[src/rtl/lld_pkg.sv]
// shared types and constants of the least loaded dispatcher
`default_nettype none

package lld_pkg;

    // request modes
    localparam logic [1:0] MODE_DISPATCH = 2'd0;
    localparam logic [1:0] MODE_START    = 2'd1;
    localparam logic [1:0] MODE_END      = 2'd2;

    // configuration register indexes
    localparam logic CFG_COUNTING = 1'b0;
    localparam logic CFG_ACTIVE   = 1'b1;

    // least load at or above this value triggers a rebase pass
    localparam logic [31:0] REBASE_LIMIT = 32'h00ff_ffff;

    // operations of the shared load unit
    typedef enum logic [1:0] {
        ALU_LT  = 2'd0,
        ALU_SUB = 2'd1,
        ALU_INC = 2'd2
    } alu_op_t;

endpackage

`default_nettype wire

[src/rtl/least_loaded_dispatcher_top.sv]
// least loaded dispatcher: load table, sequencer and result register
//
// usage
//   request channel (in_valid/in_ready, mode, loader_index): a dispatch request
//   picks the available participating loader with the least load, lowest index
//   on a tie; start and end session requests clear one loader's load and set or
//   clear its available flag.
//   result channel (out_valid/out_ready, granted, chosen_loader, none_available):
//   one result per request, in request order.
//   configuration: cfg_we writes cfg_data into register cfg_index (0 counting_mode,
//   1 active_loaders); the user must write only while the block is idle (unchecked).
// sequence, n = min(active_loaders, LOADERS)
//   session or unused mode: accept leads straight to the done state
//   dispatch: scan of the first n loaders; a granted dispatch in counting mode then
//   increments the chosen load, after a rebase pass (read then write per loader)
//   scan: one loader per cycle via the shared load unit and the single ram read port
// reset clears all loads (per entry valid bits), marks every loader available,
// and sets counting_mode to 0 and active_loaders to 1.
// a stalled receiver holds the result register; a new request is still
// accepted and its result waits in the sequencer until the register frees.
`default_nettype none

module least_loaded_dispatcher_top #(
    parameter int LOADERS    = 8,
    parameter int LOAD_WIDTH = 25
) (
    input  wire logic       clk,
    input  wire logic       rst_n,
    input  wire logic       in_valid,
    output logic            in_ready,
    input  wire logic [1:0] mode,
    input  wire logic [2:0] loader_index,
    output logic            out_valid,
    input  wire logic       out_ready,
    output logic            granted,
    output logic [2:0]      chosen_loader,
    output logic            none_available,
    input  wire logic       cfg_we,
    input  wire logic       cfg_index,
    input  wire logic [3:0] cfg_data
);

    localparam int IDX_W = (LOADERS > 1) ? $clog2(LOADERS) : 1;
    localparam int CNT_W = $clog2(LOADERS + 1);

    typedef enum logic [6:0] {
        ST_IDLE   = 7'b000_0001,
        ST_SCAN   = 7'b000_0010,
        ST_REB_RD = 7'b000_0100,
        ST_REB_WR = 7'b000_1000,
        ST_INC_RD = 7'b001_0000,
        ST_INC_WR = 7'b010_0000,
        ST_DONE   = 7'b100_0000
    } state_t;

    state_t state_reg, state_next;

    logic                  counting_reg;
    logic [3:0]            active_reg;
    logic [CNT_W-1:0]      part_n;

    logic [CNT_W-1:0]      cnt_reg, cnt_next;
    logic [IDX_W-1:0]      cnt_idx;
    logic [IDX_W-1:0]      best_reg, best_next;
    logic [IDX_W-1:0]      pend_idx_reg, pend_idx_next;
    logic                  pend_valid_reg, pend_valid_next;
    logic                  pend_avail_reg, pend_avail_next;
    logic                  found_reg, found_next;
    logic [LOAD_WIDTH-1:0] least_reg, least_next;
    logic                  res_granted_reg, res_granted_next;
    logic                  res_none_reg, res_none_next;

    logic [LOADERS-1:0]    avail_reg, avail_next;
    logic [LOADERS-1:0]    lvalid_reg, lvalid_next;
    logic                  rd_valid_reg;

    logic                  out_valid_reg;
    logic                  granted_reg;
    logic [2:0]            chosen_reg;
    logic                  none_reg;
    logic                  out_load;

    logic                  in_accept;
    logic                  sess_ok;
    logic [IDX_W-1:0]      sess_addr;

    logic                  ram_we;
    logic [IDX_W-1:0]      ram_waddr;
    logic [LOAD_WIDTH-1:0] ram_wdata;
    logic [IDX_W-1:0]      ram_raddr;
    logic [LOAD_WIDTH-1:0] ram_q;
    logic [LOAD_WIDTH-1:0] load_q;

    lld_pkg::alu_op_t      alu_op;
    logic [LOAD_WIDTH-1:0] alu_a, alu_b, alu_y;
    logic                  alu_lt;

    // participating loaders, saturated to the table depth
    assign part_n = (int'(active_reg) > LOADERS) ? CNT_W'(LOADERS) : CNT_W'(active_reg);

    assign cnt_idx   = cnt_reg[IDX_W-1:0];
    assign in_ready  = (state_reg == ST_IDLE);
    assign in_accept = in_valid && in_ready;
    assign sess_ok   = ({29'd0, loader_index} < 32'(LOADERS));
    assign sess_addr = IDX_W'(loader_index);
    assign out_load  = (state_reg == ST_DONE) && (!out_valid_reg || out_ready);

    // entries never written read as zero load
    assign load_q = rd_valid_reg ? ram_q : '0;

    lld_ram #(
        .WIDTH (LOAD_WIDTH),
        .DEPTH (LOADERS)
    ) u_ram (
        .clk   (clk),
        .we    (ram_we),
        .waddr (ram_waddr),
        .wdata (ram_wdata),
        .raddr (ram_raddr),
        .rdata (ram_q)
    );

    lld_alu #(
        .WIDTH (LOAD_WIDTH)
    ) u_alu (
        .op (alu_op),
        .a  (alu_a),
        .b  (alu_b),
        .y  (alu_y),
        .lt (alu_lt)
    );

    // sequencer
    always_comb
    begin
        state_next       = state_reg;
        cnt_next         = cnt_reg;
        best_next        = best_reg;
        pend_idx_next    = pend_idx_reg;
        pend_valid_next  = pend_valid_reg;
        pend_avail_next  = pend_avail_reg;
        found_next       = found_reg;
        least_next       = least_reg;
        res_granted_next = res_granted_reg;
        res_none_next    = res_none_reg;
        avail_next       = avail_reg;
        lvalid_next      = lvalid_reg;
        ram_we           = 1'b0;
        ram_waddr        = cnt_idx;
        ram_wdata        = alu_y;
        ram_raddr        = cnt_idx;
        alu_op           = lld_pkg::ALU_LT;
        alu_a            = load_q;
        alu_b            = least_reg;

        unique case (state_reg)
            ST_IDLE:
            begin
                if (in_accept)
                begin
                    cnt_next         = '0;
                    best_next        = '0;
                    pend_valid_next  = 1'b0;
                    found_next       = 1'b0;
                    res_granted_next = 1'b0;
                    res_none_next    = 1'b0;
                    state_next       = ST_DONE;
                    if (mode == lld_pkg::MODE_DISPATCH)
                    begin
                        state_next = ST_SCAN;
                    end
                    else if ((mode == lld_pkg::MODE_START || mode == lld_pkg::MODE_END)
                             && sess_ok)
                    begin
                        ram_we                = 1'b1;
                        ram_waddr             = sess_addr;
                        ram_wdata             = '0;
                        avail_next[sess_addr] = (mode == lld_pkg::MODE_START);
                    end
                end
            end

            ST_SCAN:
            begin
                // compare the entry read last cycle
                if (pend_valid_reg)
                begin
                    if (pend_avail_reg && (!found_reg || alu_lt))
                    begin
                        found_next = 1'b1;
                        best_next  = pend_idx_reg;
                        least_next = load_q;
                    end
                end
                else
                begin
                    alu_a = least_reg;
                    alu_b = LOAD_WIDTH'(lld_pkg::REBASE_LIMIT);
                end
                // issue the next read or close the scan
                if (cnt_reg < part_n)
                begin
                    pend_valid_next = 1'b1;
                    pend_idx_next   = cnt_idx;
                    pend_avail_next = avail_reg[cnt_idx];
                    cnt_next        = cnt_reg + CNT_W'(1);
                end
                else
                begin
                    pend_valid_next = 1'b0;
                    if (!pend_valid_reg)
                    begin
                        cnt_next = '0;
                        if (!found_reg)
                        begin
                            res_none_next = 1'b1;
                            state_next    = ST_DONE;
                        end
                        else
                        begin
                            res_granted_next = 1'b1;
                            if (!counting_reg)
                            begin
                                state_next = ST_DONE;
                            end
                            else if (!alu_lt)
                            begin
                                state_next = ST_REB_RD;
                            end
                            else
                            begin
                                state_next = ST_INC_RD;
                            end
                        end
                    end
                end
            end

            ST_REB_RD:
            begin
                if (cnt_reg == part_n)
                begin
                    state_next = ST_INC_RD;
                end
                else
                begin
                    state_next = ST_REB_WR;
                end
            end

            ST_REB_WR:
            begin
                // subtract the least load from an available entry
                alu_op = lld_pkg::ALU_SUB;
                if (avail_reg[cnt_idx])
                begin
                    ram_we = 1'b1;
                end
                cnt_next   = cnt_reg + CNT_W'(1);
                state_next = ST_REB_RD;
            end

            ST_INC_RD:
            begin
                ram_raddr  = best_reg;
                state_next = ST_INC_WR;
            end

            ST_INC_WR:
            begin
                alu_op     = lld_pkg::ALU_INC;
                ram_we     = 1'b1;
                ram_waddr  = best_reg;
                state_next = ST_DONE;
            end

            ST_DONE:
            begin
                if (out_load)
                begin
                    state_next = ST_IDLE;
                end
            end

            default:
            begin
                state_next = ST_IDLE;
            end
        endcase

        if (ram_we)
        begin
            lvalid_next[ram_waddr] = 1'b1;
        end
    end

    // control registers
    always_ff @(posedge clk or negedge rst_n)
    begin
        if (!rst_n)
        begin
            state_reg      <= ST_IDLE;
            counting_reg   <= 1'b0;
            active_reg     <= 4'd1;
            avail_reg      <= '1;
            lvalid_reg     <= '0;
            rd_valid_reg   <= 1'b0;
            pend_valid_reg <= 1'b0;
            out_valid_reg  <= 1'b0;
        end
        else
        begin
            state_reg      <= state_next;
            avail_reg      <= avail_next;
            lvalid_reg     <= lvalid_next;
            rd_valid_reg   <= lvalid_reg[ram_raddr];
            pend_valid_reg <= pend_valid_next;
            if (cfg_we)
            begin
                unique case (cfg_index)
                    lld_pkg::CFG_COUNTING: counting_reg <= cfg_data[0];
                    lld_pkg::CFG_ACTIVE:   active_reg   <= cfg_data;
                    default:               active_reg   <= active_reg;
                endcase
            end
            if (out_load)
            begin
                out_valid_reg <= 1'b1;
            end
            else if (out_ready)
            begin
                out_valid_reg <= 1'b0;
            end
        end
    end

    // working and result payload registers
    always_ff @(posedge clk)
    begin
        cnt_reg         <= cnt_next;
        best_reg        <= best_next;
        pend_idx_reg    <= pend_idx_next;
        pend_avail_reg  <= pend_avail_next;
        found_reg       <= found_next;
        least_reg       <= least_next;
        res_granted_reg <= res_granted_next;
        res_none_reg    <= res_none_next;
        if (out_load)
        begin
            granted_reg <= res_granted_reg;
            chosen_reg  <= res_granted_reg ? 3'(best_reg) : 3'd0;
            none_reg    <= res_none_reg;
        end
    end

    assign out_valid      = out_valid_reg;
    assign granted        = granted_reg;
    assign chosen_loader  = chosen_reg;
    assign none_available = none_reg;

endmodule

`default_nettype wire

[src/rtl/lld_ram.sv]
// generic single write port, single read port ram with registered read
`default_nettype none

module lld_ram #(
    parameter int WIDTH = 25,
    parameter int DEPTH = 8
) (
    input  wire logic                                      clk,
    input  wire logic                                      we,
    input  wire logic [((DEPTH > 1) ? $clog2(DEPTH) : 1)-1:0] waddr,
    input  wire logic [WIDTH-1:0]                          wdata,
    input  wire logic [((DEPTH > 1) ? $clog2(DEPTH) : 1)-1:0] raddr,
    output logic      [WIDTH-1:0]                          rdata
);

    logic [WIDTH-1:0] mem [DEPTH];

    // write port and registered read port
    always_ff @(posedge clk)
    begin
        if (we)
        begin
            mem[waddr] <= wdata;
        end
        rdata <= mem[raddr];
    end

endmodule

`default_nettype wire

[src/rtl/lld_alu.sv]
// shared load unit: compare, subtract and saturating increment
`default_nettype none

module lld_alu #(
    parameter int WIDTH = 25
) (
    input  wire lld_pkg::alu_op_t   op,
    input  wire logic [WIDTH-1:0]   a,
    input  wire logic [WIDTH-1:0]   b,
    output logic      [WIDTH-1:0]   y,
    output logic                    lt
);

    // one operation per cycle, chosen by the sequencer
    always_comb
    begin
        lt = (a < b);
        unique case (op)
            lld_pkg::ALU_LT:  y = '0;
            lld_pkg::ALU_SUB: y = a - b;
            lld_pkg::ALU_INC: y = (&a) ? a : a + WIDTH'(1);
            default:          y = '0;
        endcase
    end

endmodule

`default_nettype wire

[config.mk]
export PLATFORM = sky130hd
export DESIGN_NAME = least_loaded_dispatcher_top
export DESIGN_NICKNAME = d
export VERILOG_FILES = /design/src/rtl/lld_pkg.sv /design/src/rtl/least_loaded_dispatcher_top.sv /design/src/rtl/lld_ram.sv /design/src/rtl/lld_alu.sv
export SDC_FILE = /design/constraint.sdc
export NUM_CORES = 1
export LEC_CHECK = 0
export BUFFER_PORTS_ARGS = -buffer_cell sky130_fd_sc_hd__buf_2
export CELL_PAD_IN_SITES_DETAIL_PLACEMENT = 1
export CELL_PAD_IN_SITES_GLOBAL_PLACEMENT = 1
export CORE_UTILIZATION = 53
export CTS_CLUSTER_DIAMETER = 100
export DETAILED_ROUTE_END_ITERATION = 7
export PLACE_DENSITY_LB_ADDON = 0.1
export SLEW_MARGIN = 10
export SYNTH_ARGS = -nofsm -noshare
export SYNTH_HDL_FRONTEND = slang
export SYNTH_SLANG_ARGS = --single-unit
[constraint.sdc]
create_clock -name clk -period 6.4 [get_ports clk]
set_clock_uncertainty 0.05 [all_clocks]
set_input_delay 1.28 -clock clk [delete_from_list [all_inputs] [get_ports clk]]
set_output_delay 1.28 -clock clk [all_outputs]
set_load 0.02 [all_outputs]
==> results of run 1 <==
==> metal layers <==
metal	vias up	share of wire [%]
met4	0	2.0
met1	4625	46
met5	-	0
met3	52	6.8
li1	4041	-
met2	288	45
==> final cells by class <==
class / instances / area, µm² / area share [%]
Tap cell: 335 / 419.2 / 2.642
Timing Repair Buffer: 41 / 255.2 / 1.609
Clock buffer: 44 / 844.6 / 5.323
Inverter: 37 / 138.9 / 0.8753
Sequential cell: 300 / 8616 / 54.30
Clock inverter: 14 / 107.6 / 0.6781
Multi-Input combinational cell: 655 / 5487 / 34.58
==> worst paths after layout <==
| check | cells past startpoint | slack, ps | endpoint |
|---|---|---|---|
| min in group asynchronous | 1 | 720 | state_reg[2]$_DFFE_PN0P_ |
| max in group asynchronous | 1 | 5080 | lvalid_reg[1]$_DFFE_PN0P_ |
| min reg2reg | 0 | 410 | none_available$_DFFE_PP_ |
| max reg2reg | 16 | 1210 | least_reg[13]$_DFFE_PP_ |
| max | 16 | 1210 | least_reg[13]$_DFFE_PP_ |
| min | 0 | 410 | none_available$_DFFE_PP_ |
==> cells by family (layout without fill, tap and decap cells) <==
| group | after synthesis | after routing | synth area share, % |
|---|---|---|---|
| DFF | 300 | 300 | 60.07 |
| and+or+nand+nor | 299 | 299 | 11.11 |
| AOI/OAI and AO/OA | 169 | 169 | 8.182 |
| muxes | 105 | 105 | 12.46 |
| buffers and inverters | 76 | 136 | 2.207 |
| xor gates and xnor gates | 47 | 47 | 2.870 |
| adders and majority gates | 35 | 35 | 3.105 |
==> report_power, final <==
part	switching, mW	total, mW	internal, mW
combinational	1.10	1.90	0.802
sequential	0.172	2.51	2.34
clock	0.731	1.69	0.958
==> placed cells by master, fill, tap and decap left out, drive strengths merged, types with 18 or more instances in the layout <==
cell type / instances
clkbuf: 44
ha: 34
nand3: 28
buf: 41
and2: 36
dfrtp: 21
o21ai: 33
mux4: 54
inv: 37
mux2: 45
nor2: 74
nand2: 63
edfxtp: 244
a21oi: 37
dfxtp: 25
xor2: 18
xnor2: 29
==> per-stage QoR <==
stage | util, % | hold slack [ps] | setup slack, ps
final | 60.38 | 406.6 | 1211
after CTS | 60.38 | 409.0 | 1207
after floorplan | - | 350.3 | 589.8
after global routing | 60.38 | 409.9 | 929.4
after detailed placement | 56.76 | 388.1 | 1233
after global placement | 56.76 | 354.7 | 1377
==> results.yml, run 1 <==
finish:
  fillers: 2528
  largest_reg_flops: 200
  nNetsFinal: 1116
  final_area_mm2: 0.01587
  finalNonFillerCells: 1426
  layout-drive-gt1-share_pct: 21.08
  diodes: 0
  area_delta_synth_final_pct: 10.62
logic_synthesis:
  yosysMostFrequentCell: "edfxtp_1"
  synth_common_cells: "244 x edfxtp_1, 72 x nor2_1, 63 x nand2_1"
  yosysWarnings: 0
  syn_area_mm2: 0.01434
  syn_area_per_cell_um2: 13.91
  synth_area_leaders: "edfxtp_1 51%, mux4_2 8.5%, dfrtp_1 3.7%"
  syn_inst: 1031
  netlist-cell-type-count: 84
  yosysTopAreaCell: "edfxtp_1"
  ys_seq_area_share_pct: 60.07
  ys_ff_latch: 300
  synth-edff-count: 244
  synth_nets: 1081
  ys.flop_type: "edfxtp_1"
  async_flop_share_pct: 10.33
  synth_top_area_share_pct: 51.08
cts:
  cts_root_buffer: "clkbuf_16"
  clkSlewWorstSetupHoldPaths_ps: 60
  postCtsHoldBufs: 0
  cts_buffers: 31
  ctsResizeCount: 0
  clk_latency_ps: 580
  cts_tree: "done"
  cts_buffer_depth: 3
  cts.sinks: 300
  postCtsSetupBuffers: 0
  htreeDepth: 1
worst_setup_path:
  crit_type: "reg -> reg"
  max_stage_delay_ps: 660
  worst_ep_required_time_ps: 6590
  reg2reg_from: "state_reg[5]$_DFFE_PN0P_"
  worstSetupStartpoint: "state_reg[5]$_DFFE_PN0P_"
  critPathArrivalTime_ps: 5370
  start_kind: "flip-flop"
  endpoint_kind: "flip-flop"
  critical_path.slowest_cell: "or4_1"
  crit_path_cell_trace: "or4_1 > nor2_8 > nor2_1 > a21oi_1 > inv_1 > ha_1 > a21oi_1 > o21ai_0 > a21boi_0 > a2111oi_4 > o211ai_2 > and2_4 > a41o_1 > o32a_1 > a21oi_2 > buf_4"
  critical_path_buf_inv_count: 2
  crit_fanout: 25
  cpLargestDelayFamily: "compound AO/OA/AOI/OAI gates"
  path_common_cell: "a21oi_1"
floorplanning:
  fp.dieH_um: 166.5
  pin_count: 22
  core_region_area_mm2: 0.02628
  die_w_um: 166.5
  start_util_pct: 54.58
  dieArea_mm2: 0.02773
  num_rows: 59
timing:
  maxSlewViolCount: 0
  finalSetupViolations: 0
  fmax_mhz: 192.7
  hold_viol: 0
  slew_headroom_pct: 28.92
  min_period_ps: 5189
  min_period_over_period_pct: 81.07
  rsz0062_at_grt: "false"
  max_slew.worst_pin.slew_ps: 1057
  setup-tns-final_ps: 0
global_route:
  grt-ovfl-total: 0
  top_usage_layer: "met2"
  grt_pass1_vias: 9378
  met2_usage_pct: 41.10
  grtUsageMet3_pct: 4.349
  antenna_found_initial: 0
  grt_max_degree: 53
  track_usage_pct: 26.92
  grtUsageMet1_pct: 40.84
  grt_pass1_wl_um: 55930
route:
  routed_via_density: 6.316
  drt_iter0_drc: 753
  vias: 9006
  drc: 0
  postRouteAntennaNets: 0
  drtPass1Iterations: 5
  wl_per_cell_um: 25.68
  drt-total-wl_um: 36620
placed_design:
  placed_cell_area_mm2: 0.01492
  gp_congestion: 0.8837
  port_buffers: 21
  place_hpwl_um: 24740
  dp.cells: 1368
power:
  p_per_area_mw_per_mm2: 384.3
  vdd_ir_drop_max_mv: 0.2994
  p_leak_nw: 5.386
  totalPowerFinal_mw: 6.098
run_status:
  status: "finished, final reports clean"
hold_path:
  min-delay-start: "res_none_reg$_DFFE_PP_"
  hp-class: "reg -> reg"
run:
  max-cap-violations: 0
Power figures use the tool's default switching activity.
==> run 2, diff against run 1 <==
--- a/config.mk
+++ b/config.mk
@@ -5,10 +5,11 @@
 export SDC_FILE = /design/constraint.sdc
 export NUM_CORES = 1
 export LEC_CHECK = 0
+export ABC_AREA = 1
 export BUFFER_PORTS_ARGS = -buffer_cell sky130_fd_sc_hd__buf_2
 export CELL_PAD_IN_SITES_DETAIL_PLACEMENT = 1
 export CELL_PAD_IN_SITES_GLOBAL_PLACEMENT = 1
-export CORE_UTILIZATION = 53
+export CORE_UTILIZATION = 50
 export CTS_CLUSTER_DIAMETER = 100
 export DETAILED_ROUTE_END_ITERATION = 7
 export PLACE_DENSITY_LB_ADDON = 0.1
==> constraint.sdc (replaced) <==
create_clock -name clk -period 4.8 [get_ports clk]
set_clock_uncertainty 0.05 [all_clocks]
set_input_delay 0.96 -clock clk [delete_from_list [all_inputs] [get_ports clk]]
set_output_delay 0.96 -clock clk [all_outputs]
set_load 0.02 [all_outputs]
==> run 2 against run 1 <==
  * Global-route usage increased by 3.7 points
  * Count of clock-buffer cells in the layout rose by 5
  * Die area is 11% higher
  * Sequential power is 36% higher
  * First-iteration DRC count increased by 30%
  * Total power rose by 69%
==> results.yml, run 2 <==
worst_setup_path:
  start_kind: "flip-flop"
  endpoint_kind: "flip-flop"
  worst_ep_required_time_ps: 5000
  crit_type: "reg -> reg"
  critPathArrivalTime_ps: 4600
  max_stage_delay_ps: 880
  crit_path_cell_trace: "inv_2 > nand3_4 > o21ai_0 > inv_1 > ha_1 > a21oi_1 > o21ai_0 > inv_1 > nand2_1 > inv_1 > nor2_1 > o21ai_0 > nand3_1 > a21oi_2"
  crit_fanout: 28
  critical_path.slowest_cell: "o21ai_0"
power:
  sw_frac_of_total_pct: 41.57
  pwr-share-clk_pct: 26.0
  pwr-share-comb_pct: 40.9
  intPower_mw: 6.027
  switchingPower_mw: 4.287
  p_leak_nw: 6.466
  p_seq_share_pct: 33.1
  vdd_ir_drop_max_mv: 0.3952
  p_per_area_mw_per_mm2: 609.5
finish:
  multi_input_area_mm2: 0.005588
  area_delta_synth_final_pct: 12.41
  largest_reg_flops: 200
  layout-drive-gt1-share_pct: 11.24
  seq_area_mm2: 0.008616
  diodes: 0
  layout_common_cells: "267 x nand2_1, 244 x edfxtp_1, 199 x nor2_1, 170 x inv_1, 148 x o21ai_0"
  fillers: 3373
  nNetsFinal: 1686
  final_common_cell: "nand2_1"
route:
  routed_via_density: 5.880
  wl_per_cell_um: 22.60
  vias: 12070
  drt_iter0_drc: 982
  drtPass1Iterations: 7
  drt-total-wl_um: 46400
  postRouteAntennaNets: 0
  drc: 0
placed_design:
  place_hpwl_um: 31320
  gp_congestion: 0.9541
  pre_cts_slack_ps: 357.7
  port_buffers: 21
run:
  max-cap-violations: 0
logic_synthesis:
  async_flop_share_pct: 10.33
  synth-edff-count: 244
  ys_seq_area_share_pct: 57.23
  yosysMostFrequentCell: "nand2_1"
  syn_inst: 1600
  ys_ff_latch: 300
  synth_common_cells: "268 x nand2_1, 244 x edfxtp_1, 207 x nor2_1"
  synth_nets: 1650
  syn_area_per_cell_um2: 9.409
  synth_top_area_share_pct: 48.67
  yosysWarnings: 0
  syn_area_mm2: 0.01505
  synth_area_leaders: "edfxtp_1 49%, nand2_1 6.7%, nor2_1 5.2%"
  netlist-cell-type-count: 51
  yosysTopAreaCell: "edfxtp_1"
  ys.flop_type: "edfxtp_1"
timing:
  min_period_ps: 4399
  min_period_over_period_pct: 91.64
  rsz0062_at_grt: "false"
  finalSetupViolations: 0
  fin_hold_ws_ps: 367.9
  setup-tns-final_ps: 0
  setup_ws_ps: 401.3
  hold_viol: 0
  slew_headroom_pct: 32.12
  fmax_mhz: 227.3
  max_slew.worst_pin.slew_ps: 1018
  maxSlewViolCount: 0
global_route:
  grt_pass1_vias: 12290
  grt_pass1_wl_um: 71310
  met2_usage_pct: 50.63
  track_usage_pct: 30.61
  grtUsageMet3_pct: 3.636
  top_usage_layer: "met2"
  antenna_found_initial: 0
  grt_max_degree: 95
  grt-ovfl-total: 0
  grtUsageMet1_pct: 42.30
cts:
  cts_buffers: 35
  cts_root_buffer: "clkbuf_16"
  cts.sinks: 300
  clkSlewWorstSetupHoldPaths_ps: 60
  cts_tree: "done"
  postCtsHoldBufs: 0
  clk_latency_ps: 530
  htreeDepth: 2
  cts_buffer_depth: 3
floorplanning:
  num_rows: 63
  core_region_area_mm2: 0.02964
  pin_count: 22
  die_w_um: 175.5
  dieArea_mm2: 0.03081
  start_util_pct: 50.79
  fp.dieH_um: 175.5
hold_path:
  hp-class: "reg -> reg"
run_status:
  status: "finished, final reports clean"
[run 2: final cells by class]
cell class	instances	share of cell area, %
multi-input combinational	1063	33.02
tap	390	2.884
sequential	300	50.91
timing repair buffer	56	2.322
inverter	180	3.993
clock inverter	15	0.8355
clock buffer	49	6.033
[run 2: repair_timing]
action | in CTS | in global routing
endpoints found under the setup margin | 0 | 65
resized for setup | 0 | 4
setup buffers | 0 | 0
[run 2: per-layer routing]
layer  vias up  part of all wire (%)
met3        79                   5.6
met5         -                     0
li1       5602                     -
met2       360                    48
met1      6031                    44
met4         0                   2.6
[run 2: cells by family after synthesis]
| logic type | synth area share [%] |
|---|---|
| AND/OR/NAND/NOR | 18.11 |
| AO/OA/AOI/OAI | 14.61 |
| flip-flops | 57.23 |
| buffers and inverters | 6.300 |
| adder cells (fa/ha/maj) | 2.959 |
| XOR/XNOR | 0.6399 |
| multiplexers | 0.1496 |
[run 2: through the flow]
step	power, mW	utilization [%]	cells	area (µm²)
after floorplan	6.237	-	1600	15060
after global placement	7.437	53.09	1988	15730
after detailed placement	7.558	53.09	1988	15730
after CTS	10.30	57.01	2052	16900
after global routing	10.90	57.10	2053	16920
final	10.31	57.10	2053	16920
[run 2: path summary, 6_finish.rpt]
path	cells past startpoint	to	startpoint	slack, ps
setup / recovery	14	u_ram.mem[4][16]$_DFFE_PP_	pend_valid_reg$_DFFE_PN0P_	400
hold / removal	0	none_available$_DFFE_PP_	res_none_reg$_DFFE_PP_	370
setup reg to reg	14	u_ram.mem[4][16]$_DFFE_PP_	pend_valid_reg$_DFFE_PN0P_	400
hold reg to reg	0	none_available$_DFFE_PP_	res_none_reg$_DFFE_PP_	370
max in group asynchronous	1	state_reg[3]$_DFFE_PN0P_	rst_n	3760
min in group asynchronous	1	lvalid_reg[7]$_DFFE_PN0P_	rst_n	450
[run 2: power by group through the flow]
stage / Clock (mW) / Sequential (mW) / Combinational [mW]
after floorplan: 0 / 3.36 / 2.87
after global placement: 0 / 3.43 / 4.00
after detailed placement: 0 / 3.45 / 4.11
after CTS: 2.71 / 3.40 / 4.18
after global routing: 2.79 / 3.44 / 4.67
final: 2.68 / 3.41 / 4.22
[run 2: worst max-delay path, delay by kind of cell (launching register included)]
kind            cells  cell delay, ps
compound gates      5            1960
flops               1             530
buf+inv             4             560
simple gates        4             640
fa+ha+maj           1             370
==> run 3, diff against run 2 <==
--- a/config.mk
+++ b/config.mk
@@ -9,7 +9,7 @@
 export BUFFER_PORTS_ARGS = -buffer_cell sky130_fd_sc_hd__buf_2
 export CELL_PAD_IN_SITES_DETAIL_PLACEMENT = 1
 export CELL_PAD_IN_SITES_GLOBAL_PLACEMENT = 1
-export CORE_UTILIZATION = 50
+export CORE_UTILIZATION = 45
 export CTS_CLUSTER_DIAMETER = 100
 export DETAILED_ROUTE_END_ITERATION = 7
 export PLACE_DENSITY_LB_ADDON = 0.1
==> constraint.sdc (replaced) <==
create_clock -name clk -period 3.9 [get_ports clk]
set_clock_uncertainty 0.05 [all_clocks]
set_input_delay 0.78 -clock clk [delete_from_list [all_inputs] [get_ports clk]]
set_output_delay 0.78 -clock clk [all_outputs]
set_load 0.02 [all_outputs]
==> run 3 against run 2 <==
  * Flip-flop and latch count did not move
  * Sequential power rose by 24%
  * Register-to-register slack got worse by 230 ps
  * Final cell count rose by 6.1%
  * Maximum frequency rose by 18%
  * Routed wire length fell by 1.2%
==> results.yml, run 3 (same netlist as run 2, synthesis figures left out) <==
finish:
  nNetsFinal: 1762
  diodes: 0
  final_common_cell: "nand2_1"
  largest_reg_flops: 200
  layout_common_cells: "263 x nand2_1, 244 x edfxtp_1, 197 x nor2_1, 169 x inv_1, 139 x o21ai_0"
  layout-drive-gt1-share_pct: 17.27
  area_delta_synth_final_pct: 18.79
route:
  routed_via_density: 5.548
  drtPass1Iterations: 6
  drc: 0
  wl_met2_um: 21410
  wl_met3_um: 1837
  wl_per_cell_um: 21.04
  wl_met1_um: 21470
  vias: 12090
  postRouteAntennaNets: 0
  top_layer: "met4"
  drt_iter0_drc: 893
  drt-total-wl_um: 45840
global_route:
  grt_max_degree: 107
  grt_pass1_vias: 12190
  grt_pass1_wl_um: 69370
  grt-ovfl-total: 0
  antenna_found_initial: 0
  track_usage_pct: 26.83
timing:
  setup_ws_ps: 176.2
  min_period_over_period_pct: 95.48
  fmax_mhz: 268.5
  maxSlewViolCount: 0
  max_slew.worst_pin.slew_ps: 791.8
  hold_viol: 0
  finalSetupViolations: 0
  slew_headroom_pct: 47.22
  fin_hold_ws_ps: 244.0
  min_period_ps: 3724
floorplanning:
  pin_count: 22
  start_util_pct: 46.04
  die_w_um: 184.9
  core_region_area_mm2: 0.03270
  fp.dieH_um: 184.9
  num_rows: 66
  dieArea_mm2: 0.03419
cts:
  clk_latency_ps: 570
  htreeDepth: 1
  clkSlewWorstSetupHoldPaths_ps: 60
  cts_buffers: 31
  cts_root_buffer: "clkbuf_16"
  cts_tree: "done"
  cts_buffer_depth: 3
  cts.sinks: 300
  postCtsHoldBufs: 0
worst_setup_path:
  start_kind: "flip-flop"
  crit_type: "reg -> reg"
  endpoint_kind: "flip-flop"
  critPathArrivalTime_ps: 3950
  reg2regPathDepth: 19
  worst_ep_required_time_ps: 4130
  crit_fanout: 7
run_status:
  status: "finished, final reports clean"
placed_design:
  pre_cts_slack_ps: 25.83
  gp_congestion: 0.9659
  place_hpwl_um: 31920
  port_buffers: 21
run:
  max-cap-violations: 0
power:
  totalPowerFinal_mw: 13.27
  vdd_ir_drop_max_mv: 0.4456
  p_leak_nw: 6.872
  p_per_area_mw_per_mm2: 742.3
hold_path:
  hp-class: "in -> async"
## run 3: changes by cell type in the layout (fill, tap and decap cells not counted), sizes merged
cell      previous run  this run
buf                 56       133
clkinv              11         9
clkinvlp             1         2
bufinv               2         9
inv                181       183
clkbuf              49        37
nand3               90        91
## run 3: per-layer routing
layer	track usage, %	vias to the layer above
met5	0	-
met4	7.372	0
met3	2.949	71
li1	-	5757
met1	37.62	6035
met2	44.09	226
## run 3: final timing paths
kind,start,endpoint,slack [ps]
max in group asynchronous,rst_n,pend_valid_reg$_DFFE_PN0P_,3000
min reg2reg,res_none_reg$_DFFE_PP_,none_available$_DFFE_PP_,380
min in group clk,cfg_we,counting_reg$_DFFE_PN0P_,370
max reg2reg,state_reg[5]$_DFFE_PN0P_,least_reg[21]$_DFFE_PP_,180
min,rst_n,lvalid_reg[1]$_DFFE_PN0P_,240
max,state_reg[5]$_DFFE_PN0P_,least_reg[21]$_DFFE_PP_,180
## run 3: power by group
group / switching, mW / internal (mW) / total [mW]
Sequential: 0.286 / 3.93 / 4.22
Clock: 1.27 / 2.07 / 3.34
Combinational: 3.75 / 1.97 / 5.72
Total: 5.30 / 7.97 / 13.3
## run 3: cell type report
class | count | area, µm²
clock inverters | 23 | 354.1
well taps | 442 | 553.0
fillers | 3711 | 14820
clock buffers | 35 | 800.8
flip-flops and latches | 300 | 8617
repair buffers | 135 | 1116
multi-input cells | 1064 | 5767
inverters | 180 | 675.6
## run 3: what timing repair did
item	CTS	global route
setup endpoints to repair	44	149
pin swaps	0	10
gates resized for setup	4	51
cloned	0	5
setup buffers	0	17
## run 3: stage by stage
step | TNS [ps] | area [µm²] | util [%] | instances
6_report | 0 | 17880 | 54.69 | 2179
5_1_grt | -1048 | 17880 | 54.69 | 2179
4_1_cts | 0 | 17490 | 53.47 | 2157
3_5_place_dp | 0 | 16320 | 49.90 | 2099
3_3_place_gp | 0 | 16320 | 49.90 | 2099
2_1_floorplan | 0 | 15070 | - | 1600
## run 3: critical path: stages, from the launching register on
cell	delay (ps)
dfrtp_1	400
inv_2	80
nand2_2	70
nor2_4	210
nand3_4	160
or2_2	310
o21ai_1	180
inv_2	110
ha_2	350
inv_1	160
nor3_2	80
a21oi_1	130
o21ai_0	120
a21oi_2	210
nand2_1	100
nand2_1	80
nand2_1	110
nor3_4	220
buf_12	150
clkbuf_16	140
